--- src/rtl/wavetable_oscillator_assert.svh ---
// Assertion macros for the wavetable oscillator back end.
`ifndef WAVETABLE_OSCILLATOR_ASSERT_SVH
`define WAVETABLE_OSCILLATOR_ASSERT_SVH

// Property must hold at every clock edge outside reset.
`define WO_ASSERT(lbl, prop, msg) \
  lbl: assert property (@(posedge clk_i) disable iff (!rst_ni) (prop)) else $error(msg);

// Condition must never be seen outside reset.
`define WO_NEVER(lbl, cond, msg) \
  `WO_ASSERT(lbl, !(cond), msg)

`endif

--- src/rtl/wo_pkg.sv ---
// Shared types and constants for the wavetable oscillator.
package wo_pkg;

  localparam int IdxBits    = 10;
  localparam int FracBits   = 16;
  localparam int SampleBits = 16;
  localparam int PhaseBits  = IdxBits + FracBits;
  localparam int AmpBits    = 16;
  localparam int CfgIdxBits = 2;
  localparam int CfgBits    = PhaseBits;
  localparam int TableSize  = 1 << IdxBits;
  localparam int QueueDepth = 2;
  localparam int QPtrBits   = $clog2(QueueDepth);
  localparam int QCntBits   = $clog2(QueueDepth + 1);
  localparam int InDataBits = 32;

  localparam logic [CfgIdxBits-1:0] RegPhaseInc  = 2'd0;
  localparam logic [CfgIdxBits-1:0] RegAmplitude = 2'd1;
  localparam logic [CfgIdxBits-1:0] RegInterp    = 2'd2;

  localparam logic [PhaseBits-1:0] PhaseIncReset = '0;
  localparam logic [AmpBits-1:0]   AmpReset      = 16'd32768;

  typedef enum logic {
    OP_WRITE = 1'b0,
    OP_TICK  = 1'b1
  } op_e;

  typedef enum logic [1:0] {
    ST_IDLE,
    ST_BLEND,
    ST_SCALE,
    ST_SAT
  } back_state_e;

  typedef struct packed {
    op_e                   op;
    logic [IdxBits-1:0]    addr;
    logic [FracBits-1:0]   frac;
    logic [SampleBits-1:0] value;
  } cmd_t;

endpackage

--- src/rtl/wo_queue.sv ---
// Two-entry command queue between front and back.
module wo_queue (
  input  logic         clk_i,
  input  logic         rst_ni,
  input  logic         push_valid_i,
  output logic         push_ready_o,
  input  wo_pkg::cmd_t push_cmd_i,
  output logic         pop_valid_o,
  input  logic         pop_ready_i,
  output wo_pkg::cmd_t pop_cmd_o
);
  import wo_pkg::*;

  cmd_t                mem_q [QueueDepth];
  logic [QPtrBits-1:0] wr_q, wr_d, rd_q, rd_d;
  logic [QCntBits-1:0] cnt_q, cnt_d;
  logic                push, pop;

  assign push_ready_o = (cnt_q != QCntBits'(QueueDepth));
  assign pop_valid_o  = (cnt_q != '0);
  assign pop_cmd_o    = mem_q[rd_q];
  assign push         = push_valid_i && push_ready_o;
  assign pop          = pop_valid_o && pop_ready_i;

  always_comb begin
    wr_d  = push ? wr_q + 1'b1 : wr_q;
    rd_d  = pop ? rd_q + 1'b1 : rd_q;
    cnt_d = cnt_q + QCntBits'(push) - QCntBits'(pop);
  end

  always_ff @(posedge clk_i or negedge rst_ni) begin
    if (!rst_ni) begin
      wr_q  <= '0;
      rd_q  <= '0;
      cnt_q <= '0;
    end else begin
      wr_q  <= wr_d;
      rd_q  <= rd_d;
      cnt_q <= cnt_d;
    end
  end

  always_ff @(posedge clk_i) begin
    if (push) begin
      mem_q[wr_q] <= push_cmd_i;
    end
  end

endmodule

--- config.mk ---
export PLATFORM = sky130hd
export DESIGN_NAME = wo_queue
export DESIGN_NICKNAME = d
export VERILOG_FILES = /design/src/rtl/wavetable_oscillator_assert.svh /design/src/rtl/wo_pkg.sv /design/src/rtl/wo_queue.sv
export SDC_FILE = /design/constraint.sdc
export NUM_CORES = 1
export LEC_CHECK = 0
export BUFFER_PORTS_ARGS = -buffer_cell sky130_fd_sc_hd__clkbuf_2
export CORE_UTILIZATION = 50
export DETAILED_ROUTE_END_ITERATION = 12
export PLACE_DENSITY = 0.77
export SLEW_MARGIN = 40
export SYNTH_ARGS = -nofsm -noshare
export SYNTH_HDL_FRONTEND = slang
export SYNTH_SLANG_ARGS = --single-unit
export TNS_END_PERCENT = 10
--- constraint.sdc ---
create_clock -name clk_i -period 3.7 [get_ports clk_i]
set_input_delay 0.74 -clock clk_i [delete_from_list [all_inputs] [get_ports clk_i]]
set_output_delay 0.74 -clock clk_i [all_outputs]
set_load 0.005 [all_outputs]
==> reports/results.ini <==
[run_status]
run_status = completed

[floorplan]
die_h_um = 83.7
core_area_um2 = 6390
io_pins = 92
die_area_um2 = 7000
die_w_um = 83.7
start_util = 0.522
num_rows = 29

[sta]
final_hold_viol_count = 0
period_share = 0.656
fin_tns_setup_ps = 0
relSlewSlack = 0.603
clock.fmax_mhz = 412
rsz0062_at_grt = no
setup_violations = 0
finClkSkew_ps = 5.84
drv_slew = 0
layout_min_cycle_time_ps = 2430
worstMarginPinSlew_ps = 595

[worst_setup_path]
path_cells = mux2_2 > clkbuf_2
critPathSlowestCell = dfrtp_4
cpLargestDelayFamily = flip-flops
worst_ep_required_time_ps = 2960
cp-end-kind = primary output
crit_buf_inv = 1
worst_setup_path_start_kind = flop
path_class = flop to primary output
path_max_fanout = 44
slowest_delay_ps = 800
crit_arrival_ps = 1690

[power_and_ir_drop]
cellPowerDensity_nw_per_um2 = 736
p_clk_frac = 0.230
p_leak_nw = 1.55
irDropWorstVdd_uv = 622
power_switching_mw = 0.800
internal-power_mw = 2.20
p_comb_frac = 0.251
power_mw = 3.00
switching_share = 0.267
seq_power_share = 0.519

[clock_network]
cts_root_buf = clkbuf_8
cts_setup_buffers = 0
post_cts_resized = 0
cts_buffers = 9
clkLatencyLatePin_ps = 340
cts_max_level = 3
clock_path_buffers = 2
postCtsHoldBufs = 0
clock_sinks = 90
worst_setup_hold_path_clk_slew_ps = 80
cts_tree = built

[grt]
grt_max_degree = 45
gr-usage-all-layers = 0.162
grt_pass1_wl_mm = 8.46
grt_overflow = 0
grt_pass1_vias = 1740
antenna_found_initial = 0

[finish]
register_area_um2 = 2690
final_cell_mix = clkbuf_2 (91), edfxtp_1 (86), mux2_2 (43), clkbuf_8 (9)
multi_input_area_um2 = 616
layout-area-overhead-vs-synth_pct = 22.0
n_fill_cell = 470
drive_gt1_frac = 0.593
nets = 302
num_antenna_cells = 0
layout_commonest_cell = clkbuf_2

[routing]
wl_mm = 5.26
drt_iter0_markers = 68
dr.pass1.iters = 4
via_per_inst = 5.06
vias = 1696
wire_per_inst_um = 15.7
postRouteAntennaNets = 0
drc = 0

[synth]
netlist_instances = 156
ys_types = 18
seq_area_frac_synth = 0.804
yosys_warnings = 0
syn-num-nets = 204
synth_area_um2 = 3340
synth-seq-cells = 90
syn_area_per_cell_um2 = 21.4

[run]
drv_cap = 0

[placement]
place_congestion = 0.680
numPortBuffers = 91
dp_hpwl_mm = 3.42

[hold_path]
min_path_type = primary input to async pin

==> synth_stat cells (all sizes together) <==
| cell type | number | area (um^2) |
|---|---|---|
| a32oi | 1 | 8.76 |
| nand2b | 1 | 6.26 |
| and3 | 1 | 6.26 |
| nor2b | 1 | 6.26 |
| or2 | 1 | 6.26 |
| nand3 | 1 | 5.00 |
| nand2 | 2 | 7.51 |
| a21bo | 1 | 10.0 |
| o21ai | 1 | 5.00 |
| nor2 | 3 | 11.3 |
| edfxtp | 86 | 2580 |
| dfrtp | 4 | 100 |
| xnor2 | 3 | 26.3 |
| ha | 1 | 12.5 |
| mux2 | 43 | 484 |
| a211oi | 1 | 7.51 |
| buf | 5 | 50.0 |
==> power groups by stage <==
stage	Clock (mW)	Combinational, mW	Sequential [mW]
after global routing	0.747	0.821	1.59
after global placement	0	0.759	1.57
after floorplan	0	0.568	1.47
after detailed placement	0	0.765	1.59
after CTS	0.708	0.768	1.56
final	0.689	0.752	1.56
==> flip-flops by register name, summed over array words and instances, names as in the netlist <==
signal	cells
mem_q	86
cnt_q	2
rd_q	1
wr_q	1
==> path summary, 6_finish.rpt <==
check | from | endpoint | slack [ps] | cells past startpoint
max in group asynchronous | rst_ni | rd_q$_DFFE_PN0P_ | 3360 | 1
min in group clk_i | wr_q$_DFFE_PN0P_ | wr_q$_DFFE_PN0P_ | 560 | 1
hold / removal | rst_ni | wr_q$_DFFE_PN0P_ | 190 | 1
setup reg to reg | cnt_q[0]$_DFF_PN0_ | mem_q[0][1]$_DFFE_PP_ | 1960 | 4
setup / recovery | rd_q$_DFFE_PN0P_ | pop_cmd_o[22] | 1270 | 2
hold reg to reg | wr_q$_DFFE_PN0P_ | wr_q$_DFFE_PN0P_ | 560 | 1
==> cell families after synthesis <==
logic type,count (synthesis),share of synthesized area
buffers and inverters,5,0.0150
muxes,43,0.145
and+or+nand+nor,10,0.0146
AOI/OAI and AO/OA,4,0.00938
DFF,90,0.804
adders and majority gates,1,0.00375
xor gates and xnor gates,3,0.00788
==> stage by stage <==
step,worst slack [ps],hold slack (ps),std cells,utilization,instance area [um^2]
global route,1180,174,335,0.637,4070
floorplan,634,444,156,-,3340
global placement,1390,530,320,0.604,3850
detailed placement,1620,552,320,0.605,3860
CTS,1230,179,335,0.637,4070
finish,1270,193,335,0.637,4070
==> cell type report <==
| type | instances | share of cell area |
|---|---|---|
| clock buffers | 10 | 0.0314 |
| flip-flops and latches | 90 | 0.660 |
| clock inverters | 5 | 0.0197 |
| well taps | 77 | 0.0237 |
| repair buffers | 92 | 0.114 |
| multi-input cells | 61 | 0.151 |
==> metal layers <==
metal | routed length, um | up-vias | GRT usage
met5 | 0 | - | 0
met4 | 121 | 0 | 0.0924
met3 | 251 | 10 | 0.0297
met2 | 2610 | 60 | 0.256
met1 | 2270 | 824 | 0.211
li1 | - | 802 | -
No activity file was read; power rests on OpenSTA's default activity.
