`src/rtl/wavetable_oscillator_assert.svh`:
```
// Assertion macros for the wavetable oscillator back end.
`ifndef WAVETABLE_OSCILLATOR_ASSERT_SVH
`define WAVETABLE_OSCILLATOR_ASSERT_SVH

// Property must hold at every clock edge outside reset.
`define WO_ASSERT(lbl, prop, msg) \
  lbl: assert property (@(posedge clk_i) disable iff (!rst_ni) (prop)) else $error(msg);

// Condition must never be seen outside reset.
`define WO_NEVER(lbl, cond, msg) \
  `WO_ASSERT(lbl, !(cond), msg)

`endif

```
`src/rtl/wo_pkg.sv`:
```
// Shared types and constants for the wavetable oscillator.
package wo_pkg;

  localparam int IdxBits    = 10;
  localparam int FracBits   = 16;
  localparam int SampleBits = 16;
  localparam int PhaseBits  = IdxBits + FracBits;
  localparam int AmpBits    = 16;
  localparam int CfgIdxBits = 2;
  localparam int CfgBits    = PhaseBits;
  localparam int TableSize  = 1 << IdxBits;
  localparam int QueueDepth = 2;
  localparam int QPtrBits   = $clog2(QueueDepth);
  localparam int QCntBits   = $clog2(QueueDepth + 1);
  localparam int InDataBits = 32;

  localparam logic [CfgIdxBits-1:0] RegPhaseInc  = 2'd0;
  localparam logic [CfgIdxBits-1:0] RegAmplitude = 2'd1;
  localparam logic [CfgIdxBits-1:0] RegInterp    = 2'd2;

  localparam logic [PhaseBits-1:0] PhaseIncReset = '0;
  localparam logic [AmpBits-1:0]   AmpReset      = 16'd32768;

  typedef enum logic {
    OP_WRITE = 1'b0,
    OP_TICK  = 1'b1
  } op_e;

  typedef enum logic [1:0] {
    ST_IDLE,
    ST_BLEND,
    ST_SCALE,
    ST_SAT
  } back_state_e;

  typedef struct packed {
    op_e                   op;
    logic [IdxBits-1:0]    addr;
    logic [FracBits-1:0]   frac;
    logic [SampleBits-1:0] value;
  } cmd_t;

endpackage

```
`src/rtl/wo_front.sv`:
```
// Front end: accepts items, runs the phase accumulator, emits commands.
module wo_front (
  input  logic                          clk_i,
  input  logic                          rst_ni,
  input  logic                          in_valid_i,
  output logic                          in_ready_o,
  input  logic                          in_op_i,
  input  logic                          in_restart_i,
  input  logic [wo_pkg::IdxBits-1:0]    in_index_i,
  input  logic [wo_pkg::SampleBits-1:0] in_value_i,
  input  logic [wo_pkg::PhaseBits-1:0]  phase_inc_i,
  output logic                          cmd_valid_o,
  input  logic                          cmd_ready_i,
  output wo_pkg::cmd_t                  cmd_o
);
  import wo_pkg::*;

  logic [PhaseBits-1:0] phase_q, phase_d, phase_cur;
  logic                 take;

  assign in_ready_o  = cmd_ready_i;
  assign cmd_valid_o = in_valid_i;
  assign take        = in_valid_i && cmd_ready_i;
  assign phase_cur   = in_restart_i ? '0 : phase_q;

  always_comb begin
    phase_d = phase_q;
    cmd_o   = '0;
    cmd_o.op = op_e'(in_op_i);
    if (op_e'(in_op_i) == OP_TICK) begin
      cmd_o.addr = phase_cur[PhaseBits-1:FracBits];
      cmd_o.frac = phase_cur[FracBits-1:0];
      if (take) begin
        phase_d = phase_cur + phase_inc_i;
      end
    end else begin
      cmd_o.addr  = in_index_i;
      cmd_o.value = in_value_i;
    end
  end

  always_ff @(posedge clk_i or negedge rst_ni) begin
    if (!rst_ni) begin
      phase_q <= '0;
    end else begin
      phase_q <= phase_d;
    end
  end

endmodule

```
`config.mk`:
```
export PLATFORM = sky130hd
export DESIGN_NAME = wo_front
export DESIGN_NICKNAME = d
export VERILOG_FILES = /design/src/rtl/wavetable_oscillator_assert.svh /design/src/rtl/wo_pkg.sv /design/src/rtl/wo_front.sv
export SDC_FILE = /design/constraint.sdc
export NUM_CORES = 1
export LEC_CHECK = 0
export BUFFER_PORTS_ARGS = -buffer_cell sky130_fd_sc_hd__buf_2
export CELL_PAD_IN_SITES_DETAIL_PLACEMENT = 2
export CELL_PAD_IN_SITES_GLOBAL_PLACEMENT = 2
export CORE_AREA = 5 5 82 159
export CTS_CLUSTER_DIAMETER = 50
export DETAILED_ROUTE_END_ITERATION = 8
export DIE_AREA = 0 0 87 164
export PLACE_DENSITY = 0.83
export SETUP_SLACK_MARGIN = 0.2
export SLEW_MARGIN = 10
export SYNTH_ARGS = -nofsm -noshare
export SYNTH_HDL_FRONTEND = slang
export SYNTH_SLANG_ARGS = --single-unit
```
`constraint.sdc`:
```
create_clock -name clk_i -period 7.8 [get_ports clk_i]
set_input_delay 0.39 -clock clk_i [delete_from_list [all_inputs] [get_ports clk_i]]
set_output_delay 0.39 -clock clk_i [all_outputs]
set_load 0.01 [all_outputs]
```
==> results summary <==
The flow ran to the end, and the final reports show no timing, DRC or antenna violations. The arithmetic-cell share of the synthesized area counting full adders, half adders and majority gates is 5.21%. Summed over all cells, the static leakage comes to 1.87 nW.

The area fraction in compound gates after synthesis is 28.7%. The number of enable-type register cells in the synthesized netlist is 0. The starting utilization of the core area is 30.0%. The max-slew violation count is 0. TritonCTS built the clock tree. Setup repair after global routing left no endpoint under its margin.

The synthesized cell area came out at 0.00351 mm². Ranked by instance count, the synthesized netlist is headed by nor2_1, a21oi_1, nand2_1. Detailed placement ended at an HPWL of 11.2 mm. The final antenna-violating net count is 0. The first-pass GRT wire length came out at 21.9 mm. The worst hold slack across all endpoints is 0.161 ns.

The latest clock arrival within the worst-skew pair is 0.27 ns. STA classifies the critical path startpoint as an input port. The number of primary I/O pins came out at 103. The total clock buffers created by CTS is 3. The final instance area is 0.00413 mm². The number of cell rows came out at 56. After synthesis, the cell types taking the most area are dfrtp_1, nor2b_1, a21oi_1, nor2_1, ha_1. The number of diodes is 0. Along the worst path, the maximum fanout reaches 48. The clock skew came out at 0.00563 ns. The fraction of layout instances using a drive strength above 1 came out at 25.7%. The share of synthesized cell area in and, or, nand and nor gates is 29.2%. Measured along the x axis, the die boundary spans 87 µm. The power density over the cells is 192 mW/mm².

The clock passes through at most 2 buffers. The clock sink total came out at 26. The share of synthesized area spent on multiplexers is 4.53%. Data on the critical path is required at its endpoint by 7.96 ns. The initial antenna violation count came out at 0.

The total congestion overflow came out at 0. The number of hold violations in the final report came out at 0. Sequential elements use 18.6% of the synthesized area. The highest achievable clock rate is 0.259 GHz. In the routed design, unresolved DRC markers number 0. The fill cell total of the finished layout is 1456.

The dominant cell by count in the synthesized netlist is nor2_1. For this block, the initial DRC count from the detailed router was 114. Setup violations remaining at the end of the flow were counted as 0. The worst relative slew slack came out at 51.7%.

The relative area change from synthesis to final layout is 17.8%. The post-route core utilization came out at 35.3%. The pin count of the biggest net entering global routing is 49. STA classifies the critical path endpoint as a register.

The main combinational cell family by area after synthesis is simple AND/OR/NAND/NOR gates. The category of the critical setup timing path is input port to register. The number of buffers inserted for hold repair after clock tree synthesis is 0. The number of flip-flops in the largest register came out at 26. Among all stages on the critical path, the largest delay is contributed by nor4b_1. Across the VDD grid, the largest voltage drop is 0.0929 mV. The post-route total power came out at 0.795 mW. The library cell occupying the most area in the post-synthesis netlist is dfrtp_1. The core region is 0.0117 mm². The largest registers in the layout are phase_q: 26 flops. Summed over all failing endpoints, the final setup total negative slack is 0 ns. CTS placed an instance of clkbuf_16 at the clock tree root. The final route contains 3917 vias. The data arrival time of the worst path came out at 4.01 ns. The area share of the leading cell type in the synthesized netlist came out at 18.6%. Walking the worst path, the cells encountered are buf_2, buf_4, and2b_1, xor2_1, ha_1, a21oi_1, a211oi_2, a211oi_4, nor4b_1, o311ai_2, a31oi_1, o21ai_1, a21oi_1, nor4bb_1, o32a_1. The congestion estimate from routability-driven global placement came to 0.844. In this run the tool buffered the top-level ports with 102 buffer cells. The detailed-route wire length per cell came out at 20.0 µm. In this run the worst hold path is classified as input port to asynchronous set/reset pin.

Of the total synthesized cell area, the portion taken by XOR and XNOR cells is 6.74%. The final cycle utilization of the critical path is 49.4%. Counting flops per register, the top entry is phase_q. The via count of the first global-routing pass is 4396.

The cell with the most instances on the worst path is a21oi_1. The deepest level of the CTS H-tree came out at 1. The clock period minus worst slack is 3.85 ns. The total wire length is 13.9 mm. The number of max-cap violations is 0.

The placed instance area came out at 0.00404 mm². The die is 164 µm tall. The first-pass iteration count of the detailed router came out at 4. The number of warnings printed during yosys synthesis came out at 0. The primary flip-flop cell chosen by synthesis mapping is dfrtp_1.

The number of nets in the final layout came out at 620. The number of instances in the synthesized netlist came out at 479. The global router's overall resource usage is 19.4%.

The clock-pin slew of the registers on the worst-case setup and hold paths came out at 0.08 ns. The number of vias per cell after detailed routing is 5.64. The net count of the mapped netlist came out at 549. The critical path's largest stage delay came out at 0.50 ns. The area of the die is 0.0143 mm². Of all flip-flops after synthesis, the portion carrying an async set or reset was 100%. The transition time of the tightest slew-check pin is 0.724 ns. The post-synthesis sequential element count is 26. The number of library cell types mapped by synthesis is 70.

The number of gates resized after cts is 0. A synthesized cell averages 7.32 µm². The number of setup buffers added after CTS is 0.
-- kinds of logic after synthesis --
group           Yosys count
buf+inv                  56
flops                    26
mux                      14
xor+xnor                 27
fa+ha+maj                15
compound gates          144
simple gates            197
-- worst paths after layout --
kind                                                end  cells past startpoint  slack (ns)                    start
worst max-delay path            phase_q[24]$_DFFE_PN0P_                     15        3.95             in_restart_i
worst min-delay path             phase_q[9]$_DFFE_PN0P_                      1        0.16                   rst_ni
worst max register to register  phase_q[24]$_DFFE_PN0P_                     13        4.15   phase_q[1]$_DFFE_PN0P_
worst min register to register  phase_q[21]$_DFFE_PN0P_                      2        0.48  phase_q[21]$_DFFE_PN0P_
max in group asynchronous        phase_q[3]$_DFFE_PN0P_                      1        7.16                   rst_ni
min in group clk_i               phase_q[0]$_DFFE_PN0P_                      4        0.44           phase_inc_i[0]
-- metal layers --
layer  GRT usage [%]  share of wire, %  vias to the layer above  routed length, µm
li1                -                 -                     1847                  -
met1            18.2                34                     1950               4750
met2            39.7                59                       82               8170
met3            1.26               2.3                       38                315
met4            10.2               4.7                        0                656
met5               0                 0                        -                  0
-- cell usage in the layout, fill, tap and decap left out, types with 6 or more instances in the layout --
cell type,count
nor2b_1,37
and2_1,18
mux2_2,10
a311oi_1,6
nor2_1,48
xnor2_1,15
o211ai_1,9
a21o_1,7
ha_1,12
o21ai_0,19
inv_1,15
o21ai_1,6
nand2_1,40
xor2_1,12
dfrtp_1,26
a21oi_1,42
nand3_1,12
a31oi_1,15
nor3_1,11
buf_2,102
-- worst max-delay path, delay by kind of cell --
kind,cells,cell delay [ns]
buffers and inverters,2,0.52
AO/OA/AOI/OAI,8,1.75
adder cells (fa/ha/maj),1,0.28
XOR/XNOR,1,0.17
AND/OR/NAND/NOR,3,0.90
-- layout make-up --
cell class,count,area [µm²],area share [%]
tap,145,181,4.39
multi-input combinational,397,2610,63.2
timing repair buffer,106,541,13.1
inverter,16,60.1,1.45
sequential,26,651,15.8
clock buffer,4,88.8,2.15
-- stage by stage --
step | cells | setup slack [ns]
after floorplan | 479 | 3.86
after global placement | 690 | 3.94
after detailed placement | 690 | 3.68
after CTS | 694 | 3.97
after global routing | 694 | 3.66
final | 694 | 3.95
-- power by group --
| group | internal (mW) | switching, mW | leakage [nW] | total (mW) |
|---|---|---|---|---|
| clock network | 0.0790 | 0.0564 | 0.0442 | 0.135 |
| logic | 0.184 | 0.240 | 1.51 | 0.424 |
| registers | 0.174 | 0.0612 | 0.318 | 0.235 |
| total | 0.437 | 0.358 | 1.87 | 0.795 |
(Power assumes the default switching activity.)
